## src/hw/rtl/tnkh_pkg.sv

```systemverilog
// Shared constants and types for the thread name keyword hasher.
// Holds the hash constants, the keyword table and the cell control struct.
// No dependencies.
package tnkh_pkg;

  localparam int NAME_W = 8;
  localparam int HASH_W = 32;
  localparam int PICK_W = 3;

  localparam logic [HASH_W-1:0] HASH_BASIS = 32'd2166136261;
  localparam logic [HASH_W-1:0] HASH_PRIME = 32'd16777619;

  localparam int DEF_POOL_SIZE = 8;

  localparam int KEY_COUNT = 9;
  localparam int KEY_MAX   = 6;

  localparam int KEY_LENS [KEY_COUNT] = '{5, 4, 4, 5, 5, 3, 5, 6, 6};

  localparam logic [NAME_W-1:0] KEY_CHARS [KEY_COUNT][KEY_MAX] = '{
    '{"f", "r", "i", "d", "a", 8'h00},
    '{"g", "u", "m", "-", 8'h00, 8'h00},
    '{"g", "u", "m", "_", 8'h00, 8'h00},
    '{"g", "m", "a", "i", "n", 8'h00},
    '{"g", "d", "b", "u", "s", 8'h00},
    '{"g", "j", "s", 8'h00, 8'h00, 8'h00},
    '{"g", "-", "i", "o", "-", 8'h00},
    '{"g", "-", "v", "f", "s", "-"},
    '{"g", "-", "m", "a", "i", "n"}
  };

  typedef logic [KEY_COUNT-1:0] key_vec_t;

  typedef struct packed {
    logic advance;
    logic clear;
  } cell_ctrl_t;

endpackage

```

## src/hw/rtl/tnkh_cell.sv

```systemverilog
// One position of the keyword matcher row.
// Holds, per keyword, whether the keyword prefix up to this position ends at
// the previous byte. Depends on tnkh_pkg.
module tnkh_cell
  import tnkh_pkg::*;
#(
  parameter int POS = 0
) (
  input  logic              clk,
  input  logic              rst,
  input  cell_ctrl_t        ctrl,
  input  logic [NAME_W-1:0] name_byte,
  input  key_vec_t          prev,
  output key_vec_t          hit,
  output key_vec_t          state
);

  always_comb begin
    for (int k = 0; k < KEY_COUNT; k++) begin
      hit[k] = prev[k] && (POS < KEY_LENS[k]) && (name_byte == KEY_CHARS[k][POS]);
    end
  end

  always_ff @(posedge clk) begin
    if (rst) begin
      state <= '0;
    end else if (ctrl.advance) begin
      state <= ctrl.clear ? '0 : hit;
    end
  end

endmodule

```

## src/hw/rtl/tnkh_mod.sv

```systemverilog
// Result pipeline: folds the final hash modulo the pool size and holds the result.
// Four stages, the last is the output register. Depends on tnkh_pkg.
module tnkh_mod
  import tnkh_pkg::*;
#(
  parameter int POOL_SIZE = DEF_POOL_SIZE
) (
  input  logic              clk,
  input  logic              rst,
  input  logic              in_valid,
  output logic              in_ready,
  input  logic [HASH_W-1:0] hash,
  input  logic              suspect,
  output logic              out_valid,
  input  logic              out_ready,
  output logic              is_suspect,
  output logic [PICK_W-1:0] pick
);

  localparam int FOLD_W = 11;
  localparam int SHIFT  = 20;
  localparam int W0 = 1 % POOL_SIZE;
  localparam int W1 = (W0 * 16) % POOL_SIZE;
  localparam int W2 = (W1 * 16) % POOL_SIZE;
  localparam int W3 = (W2 * 16) % POOL_SIZE;
  localparam int W4 = (W3 * 16) % POOL_SIZE;
  localparam int W5 = (W4 * 16) % POOL_SIZE;
  localparam int W6 = (W5 * 16) % POOL_SIZE;
  localparam int W7 = (W6 * 16) % POOL_SIZE;
  localparam logic [3:0] WT [8] = '{4'(W0), 4'(W1), 4'(W2), 4'(W3),
                                    4'(W4), 4'(W5), 4'(W6), 4'(W7)};
  localparam int unsigned RECIP = ((1 << SHIFT) + POOL_SIZE - 1) / POOL_SIZE;
  localparam logic [31:0] RECIP_V = 32'(RECIP);
  localparam logic [15:0] POOL_V  = 16'(POOL_SIZE);

  logic              v1, v2, v3;
  logic              ready2, ready3, ready4;
  logic [HASH_W-1:0] h1;
  logic              sus1, sus2, sus3;
  logic [FOLD_W-1:0] fold, sum2, sum3;
  logic [FOLD_W-1:0] q3;
  logic [31:0]       prod;
  logic [15:0]       qp;
  logic [FOLD_W-1:0] rem;

  assign ready4   = !out_valid || out_ready;
  assign ready3   = !v3 || ready4;
  assign ready2   = !v2 || ready3;
  assign in_ready = !v1 || ready2;

  always_comb begin
    fold = '0;
    for (int i = 0; i < 8; i++) begin
      fold = fold + FOLD_W'(h1[4*i +: 4]) * FOLD_W'(WT[i]);
    end
  end

  assign prod = {{(32-FOLD_W){1'b0}}, sum2} * RECIP_V;
  assign qp   = {{(16-FOLD_W){1'b0}}, q3} * POOL_V;
  assign rem  = sum3 - qp[FOLD_W-1:0];

  always_ff @(posedge clk) begin
    if (rst) begin
      v1        <= 1'b0;
      v2        <= 1'b0;
      v3        <= 1'b0;
      out_valid <= 1'b0;
    end else begin
      if (in_ready) v1 <= in_valid;
      if (ready2)   v2 <= v1;
      if (ready3)   v3 <= v2;
      if (ready4)   out_valid <= v3;
    end
  end

  always_ff @(posedge clk) begin
    if (in_ready) begin
      h1   <= hash;
      sus1 <= suspect;
    end
    if (ready2) begin
      sum2 <= fold;
      sus2 <= sus1;
    end
    if (ready3) begin
      q3   <= prod[SHIFT+FOLD_W-1:SHIFT];
      sum3 <= sum2;
      sus3 <= sus2;
    end
    if (ready4) begin
      is_suspect <= sus3;
      pick       <= sus3 ? rem[PICK_W-1:0] : '0;
    end
  end

`ifndef SYNTHESIS
  a_rem_range: assert property (@(posedge clk) disable iff (rst)
    v3 |-> rem < FOLD_W'(POOL_SIZE))
    else $error("remainder out of range");
  a_clean_pick: assert property (@(posedge clk) disable iff (rst)
    out_valid && !is_suspect |-> pick == '0)
    else $error("pick set on a clean name");
  a_fill: assert property (@(posedge clk) disable iff (rst)
    v3 && ready4 |=> out_valid)
    else $error("result lost entering the output register");
`endif

endmodule

```

## src/hw/rtl/thread_name_keyword_hasher.sv

```systemverilog
// Top level of the thread name keyword hasher.
// Instantiates the matcher cell row (tnkh_cell) and the result pipeline
// (tnkh_mod); depends on tnkh_pkg.
//
// Usage:
//   Input channel (in_valid/in_ready, name_byte, last_byte) carries one
//   character of a name per transfer; last_byte marks the final character.
//   Output channel (out_valid/out_ready, is_suspect, pick) carries one result
//   per name: is_suspect is set if any keyword occurred in the name, and pick
//   is the FNV-1a hash of the name modulo POOL_SIZE (low 3 bits), 0 if clean.
//   Throughput: one byte per cycle while in_ready is high. The hash multiply
//   and the keyword cell row each update on every accepted byte, so names
//   follow back to back. Result path: the first of the four modulo fold stages
//   loads at the last byte's transfer; the fold sum, quotient and output follow.
//   Stall: the result pipeline holds up to four results; in_ready drops only
//   when all four stages are full and out_ready is low.
//   Reset: rst (synchronous) restores the hash basis, clears the cells and
//   the sticky flag and empties the result pipeline. The hash basis and the
//   cleared cells and sticky flag are also restored after each last byte.
module thread_name_keyword_hasher
  import tnkh_pkg::*;
#(
  parameter int POOL_SIZE = DEF_POOL_SIZE
) (
  input  logic              clk,
  input  logic              rst,
  input  logic              in_valid,
  output logic              in_ready,
  input  logic [NAME_W-1:0] name_byte,
  input  logic              last_byte,
  output logic              out_valid,
  input  logic              out_ready,
  output logic              is_suspect,
  output logic [PICK_W-1:0] pick
);

  logic [HASH_W-1:0] hash, hash_next;
  logic              seen, seen_next;
  logic              accept;
  logic              match;
  key_vec_t          match_vec;
  key_vec_t          cell_prev  [KEY_MAX];
  key_vec_t          cell_hit   [KEY_MAX];
  key_vec_t          cell_state [KEY_MAX];
  cell_ctrl_t        ctrl;

  assign accept       = in_valid && in_ready;
  assign ctrl.advance = accept;
  assign ctrl.clear   = last_byte;

  for (genvar p = 0; p < KEY_MAX; p++) begin : g_cell
    if (p == 0) begin : g_head
      assign cell_prev[p] = '1;
    end else begin : g_body
      assign cell_prev[p] = cell_state[p-1];
    end
    tnkh_cell #(.POS(p)) u_cell (
      .clk       (clk),
      .rst       (rst),
      .ctrl      (ctrl),
      .name_byte (name_byte),
      .prev      (cell_prev[p]),
      .hit       (cell_hit[p]),
      .state     (cell_state[p])
    );
  end

  for (genvar k = 0; k < KEY_COUNT; k++) begin : g_match
    assign match_vec[k] = cell_hit[KEY_LENS[k]-1][k];
  end

  assign match     = |match_vec;
  assign seen_next = seen || match;
  assign hash_next = (hash ^ {{(HASH_W-NAME_W){1'b0}}, name_byte}) * HASH_PRIME;

  always_ff @(posedge clk) begin
    if (rst) begin
      hash <= HASH_BASIS;
      seen <= 1'b0;
    end else if (accept) begin
      hash <= last_byte ? HASH_BASIS : hash_next;
      seen <= last_byte ? 1'b0 : seen_next;
    end
  end

  tnkh_mod #(.POOL_SIZE(POOL_SIZE)) u_mod (
    .clk        (clk),
    .rst        (rst),
    .in_valid   (accept && last_byte),
    .in_ready   (in_ready),
    .hash       (hash_next),
    .suspect    (seen_next),
    .out_valid  (out_valid),
    .out_ready  (out_ready),
    .is_suspect (is_suspect),
    .pick       (pick)
  );

`ifndef SYNTHESIS
  a_name_clear: assert property (@(posedge clk) disable iff (rst)
    accept && last_byte |=> hash == HASH_BASIS && !seen && cell_state[0] == '0)
    else $error("state not restored after last byte");
  a_sticky: assert property (@(posedge clk) disable iff (rst)
    accept && !last_byte && match |=> seen)
    else $error("keyword match not recorded");
  a_stall_only: assert property (@(posedge clk) disable iff (rst)
    !in_ready |-> out_valid && !out_ready)
    else $error("input stalled without an output stall");
`endif

endmodule

```

## config.mk

```make
export PLATFORM = sky130hd
export DESIGN_NAME = thread_name_keyword_hasher
export DESIGN_NICKNAME = d
export VERILOG_FILES = /design/src/hw/rtl/tnkh_pkg.sv /design/src/hw/rtl/tnkh_cell.sv /design/src/hw/rtl/tnkh_mod.sv /design/src/hw/rtl/thread_name_keyword_hasher.sv
export SDC_FILE = /design/constraint.sdc
export NUM_CORES = 1
export LEC_CHECK = 0
export BUFFER_PORTS_ARGS = -buffer_cell sky130_fd_sc_hd__buf_2
export CAP_MARGIN = 10
export CORE_UTILIZATION = 40
export CTS_BUF_LIST = sky130_fd_sc_hd__clkbuf_2
export DETAILED_ROUTE_END_ITERATION = 8
export SLEW_MARGIN = 10
export SYNTH_ARGS = -nofsm -noshare
export SYNTH_HDL_FRONTEND = slang
export SYNTH_HIERARCHICAL = 1
export SYNTH_SLANG_ARGS = --single-unit
```

## constraint.sdc

```tcl
create_clock -name clk -period 5.45 [get_ports clk]
set_input_delay 0 -clock clk [delete_from_list [all_inputs] [get_ports clk]]
set_output_delay 0 -clock clk [all_outputs]
set_load 0.01 [all_outputs]
```

==> results of run 1 <==
state kept, by name (all words and copies together) (netlist names):
signal and count:
u_mod/out_valid 1, u_mod/is_suspect 1, g_cell.u_cell/state 34, u_mod/sus1 1, u_mod/h1 3, u_mod/pick 3
u_mod/sus3 1, hash 3, u_mod/sum2 3, seen 1, u_mod/v2 1, u_mod/v1 1
u_mod/sum3 3, u_mod/sus2 1, u_mod/v3 1
power groups by stage:
stage          combinational, mW  clock [mW]  sequential [mW]
2_1_floorplan             0.0333           0            0.477
3_5_place_dp              0.0605           0            0.478
4_1_cts                   0.0683       0.295            0.469
6_report                  0.0687       0.284            0.469
3_3_place_gp              0.0606           0            0.478
5_1_grt                   0.0761       0.315            0.470
worst paths after layout:
kind                         from                        end  depth (start not counted)
setup / recovery  u_mod/out_valid  g_cell[0].u_cell/state[0]                          8
hold / removal       name_byte[4]  g_cell[1].u_cell/state[0]                          4
setup reg to reg  u_mod/out_valid  g_cell[0].u_cell/state[0]                          8
hold reg to reg       u_mod/h1[0]              u_mod/sum2[0]                          0
worst min-delay path: stages:
cell,delay [ns]
buf_2,0.20
nand4b_1,0.16
or4b_1,0.11
o31ai_1,0.07
area by class of cell:
type                       instances  area, µm²  area share (%)
sequential                        58       1320            42.5
clock inverter                     7       78.8            2.54
tap                               77       96.3            3.10
clock buffer                       9       45.0            1.45
timing repair buffer              36        270            8.70
inverter                           6       22.5           0.725
multi-input combinational        183       1270            41.0
metal layers:
metal,up-vias,global-route usage [%]
met5,-,0
met4,0,7.21
met3,8,6.16
met2,26,27.1
met1,888,20.1
li1,1010,-
repair_timing:
item                      in CTS  in global routing
hold endpoints to repair      31                  0
setup buffers                  0                  0
hold buffers                  18                  0
stage by stage:
step | setup WS, ns | total power [mW] | util (%)
after floorplan | 3.15 | 0.510 | -
after global placement | 3.23 | 0.538 | 44.2
after detailed placement | 3.13 | 0.539 | 44.2
after CTS | 2.77 | 0.832 | 48.9
after global routing | 2.46 | 0.862 | 48.9
final | 2.77 | 0.822 | 48.9
==> impl_metrics.ini, run 1 <==
[placed_design]
place_area_mm2 = 0.00280
port_buffers = 18
place_inst = 342
gp_congestion = 0.758
place_hpwl_um = 3570

[critical_path]
crit_buf_inv = 2
crit_family = simple AND/OR/NAND/NOR gates
critPathMaxStageDelay_ns = 0.57
crit_type = register to register
cp-start-kind = register
worst_path_max_delay_cell = dlygate4sd3_1
r2r_slack_ns = 2.77
crit_top_cell = nand2_1
critPathRequiredTime_ns = 5.90
cp_max_fo = 17
crit_chain = nand4b_4 -> or2_1 -> nand2_1 -> inv_1 -> nor2_1 -> nand2_1 -> o31ai_1 -> dlygate4sd3_1
end_kind = register
arrival_ns = 3.13

[clock_network]
cts_made_buffers = 9
clk_path_buf_depth = 2
clk_latency_ns = 0.51
htree_levels = 3
post_cts_resized = 0
clk_pin_slew_worst_paths_ns = 0.19
cts_tree = built
clkSinkCount = 58
clock-root-buffer = clkbuf_2

[grt]
track_usage_pct = 16.8
antenna_found_initial = 0
overflow = 0
grt_pass1_vias = 1872
grt_max_degree = 25
grt_pass1_wl_um = 9050

[sta]
timing.hold.ws_ns = 0.0442
setup_tns_ns = 0
slew_headroom_pct = 58.6
skew_ns = 0.0157
drv_slew = 0
fin_crit_ns = 2.68
finalCritPeriodShare_pct = 49.2
fmax_ghz = 0.373
rsz0062_at_grt = no
worstMarginPinSlew_ns = 0.619
hold_viol_final = 0
setup_viol = 0

[floorplanning]
die_area_mm2 = 0.00687
io_pins = 19
fp.dieH_um = 82.9
start_util_pct = 41.2
rows = 29
core_area_mm2 = 0.00635
fp.dieW_um = 82.9

[run_status]
status = finished clean

[job]
cap_violations = 0

[routing]
ant_nets = 0
first_pass_iters = 4
routedWlPerCell_um = 14.1
met1Wirelength_um = 2570
top_layer_used = met4
wl_um = 5300
viasPerCell = 5.14
remaining_drc_errors = 0
first_iter_violations = 100
wl_met2_um = 2470
vias = 1932
dr_wl_met3_um = 169

[finish]
area_growth_pct = 18.7
final_cells = 376
design_area_mm2 = 0.00311
final_nets = 310
final_cell_mix = dfxtp_1, nand2_1, nor2_1, dlygate4sd3_1, buf_2
drive_above_1_share_pct = 18.1
layout_commonest_cell = dfxtp_1
num-fill-cells = 589
diodes = 0

[power_and_ir_drop]
p_per_area_mw_per_mm2 = 264
internal_power_mw = 0.599
p_seq_share_pct = 57.0
p_sw_share_pct = 27.0
pwr-share-clk_pct = 34.6
p_comb_share_pct = 8.4
ir_drop_mv = 0.140
leakage_nw = 1.19
p_sw_mw = 0.222

[logic_synthesis]
syn_inst = 247
synth_warnings = 6
netlist_area_mm2 = 0.00262
avgSynthCellArea_um2 = 10.6

[hold_path]
hp-class = input port to register
Power figures use the tool's default switching activity.
==> run 2, diff against run 1 <==
- ABC_AREA: default -> 1
- clock period: 5.45 -> 2.7 ns (I/O delays scaled with it)
==> run 2 against run 1 <==
Against the previous run:
- total power rose by 100%
- final cell count increased by 35%
- register-to-register slack worse by 2.1 ns
- count of clock-buffer cells in the layout did not move
- sequential cell count stayed put
- critical endpoint is now g_cell[1].u_cell/state[4]
==> impl_metrics.ini, run 2 <==
[placed_design]
place_inst = 484
place_hpwl_um = 4400
place_area_mm2 = 0.00311
dp_slack_ns = 0.707
port_buffers = 18
gp_congestion = 0.830

[finish]
num-fill-cells = 747
final_cell_mix = nand2_1, inv_1, dfxtp_1, a21oi_1, nand4_1
drive_above_1_share_pct = 19.5
largest_reg_flops = 34
area_growth_pct = 12.9
final_nets = 422
regMostFlops = g_cell.u_cell/state
multi_input_area_mm2 = 0.00134
final_cells = 507
final_util_pct = 47.6
ff_latch_area_mm2 = 0.00132
diodes = 0
layout_commonest_cell = nand2_1
design_area_mm2 = 0.00329

[power_and_ir_drop]
leakage_nw = 1.39
p_per_area_mw_per_mm2 = 502
ir_drop_mv = 0.216
p_total_mw = 1.65

[critical_path]
timing.rr.start = u_mod/out_valid
worst_path_max_delay_cell = dfxtp_1
r2r_slack_ns = 0.69
end_kind = register
r2r_cells = 9
crit_buf_inv = 3
arrival_ns = 2.35
critPathMaxStageDelay_ns = 0.35
crit_type = register to register
cp_max_fo = 10
cp_num_cells = 9
crit_path_end = g_cell[1].u_cell/state[4]
crit_family = simple AND/OR/NAND/NOR gates
cp-start-kind = register
critPathRequiredTime_ns = 3.03
r2r_end = g_cell[1].u_cell/state[4]
crit_start = u_mod/out_valid
crit_chain = inv_1 -> nor2_4 -> nand4_1 -> nand2_1 -> inv_1 -> inv_2 -> nor2_4 -> nand3_1 -> a21oi_1

[sta]
timing.hold.ws_ns = 0.0507
hold_viol_final = 0
finalCritPeriodShare_pct = 74.5
slew_headroom_pct = 49.8
worstMarginPinSlew_ns = 0.752
drv_slew = 0
rsz0062_at_grt = no
setup_tns_ns = 0
fmax_ghz = 0.497
setup_viol = 0
fin_crit_ns = 2.01
setup_slack_ns = 0.689
skew_ns = 0.0206

[grt]
grt_pass1_wl_um = 10900
overflow = 0
track_usage_pct = 18.7
grt_pass1_vias = 2398
grt_max_degree = 41
antenna_found_initial = 0

[hold_path]
hp-class = input port to register
min_from = name_byte[6]

[floorplanning]
core_area_mm2 = 0.00691
fp.dieH_um = 87.3
io_pins = 19
rows = 30
fp.dieW_um = 87.3
die_area_mm2 = 0.00763
start_util_pct = 42.2

[routing]
remaining_drc_errors = 0
vias = 2455
wl_um = 6440
ant_nets = 0
routedWlPerCell_um = 12.7
first_iter_violations = 132
viasPerCell = 4.84
first_pass_iters = 4

[clock_network]
clock-root-buffer = clkbuf_2
cts-hold-fix-buffers = 7
post_cts_buffers = 0
cts_tree = built
post_cts_resized = 0
clkSinkCount = 58
clk_pin_slew_worst_paths_ns = 0.15
htree_levels = 3
clk_latency_ns = 0.48
clk_path_buf_depth = 2
cts_made_buffers = 9

[logic_synthesis]
netlist_area_mm2 = 0.00291
syn_inst = 371
synth_warnings = 6
avgSynthCellArea_um2 = 7.85

[run_status]
status = finished clean

[job]
cap_violations = 0
[run 2: area by class of cell]
class | instances | area share [%]
Multi-Input combinational cell | 248 | 40.8
Tap cell | 96 | 3.65
Clock inverter | 7 | 1.83
Timing Repair Buffer | 25 | 4.87
Clock buffer | 9 | 1.37
Inverter | 64 | 7.31
Sequential cell | 58 | 40.2
[run 2: power by group]
part / switching [mW] / total [mW] / internal [mW]
logic: 0.126 / 0.174 / 0.0480
clock network: 0.325 / 0.528 / 0.203
registers: 0.0107 / 0.950 / 0.939
[run 2: worst min-delay path by stage]
stage                                      to  slack, ns  depth (start not counted)
floorplan           g_cell[4].u_cell/state[7]       0.07                          1
global placement              u_mod/out_valid       0.33                          4
detailed placement            u_mod/out_valid       0.33                          4
CTS                 g_cell[4].u_cell/state[8]       0.01                          5
global route        g_cell[2].u_cell/state[7]       0.03                          5
finish              g_cell[4].u_cell/state[8]       0.05                          5
[run 2: worst reg2reg max path: cells and delay by family (launching register included)]
kind	cells	cell delay (ns)
buf+inv	3	0.51
simple gates	5	0.93
flops	1	0.35
compound gates	1	0.08
[run 2: per-layer routing]
layer / vias up / GRT usage, % / share of wire [%]
met5: - / 0 / 0
met4: 0 / 8.35 / 1.6
met3: 12 / 5.40 / 3.4
met2: 45 / 30.7 / 47
met1: 1133 / 22.7 / 48
li1: 1265 / - / -
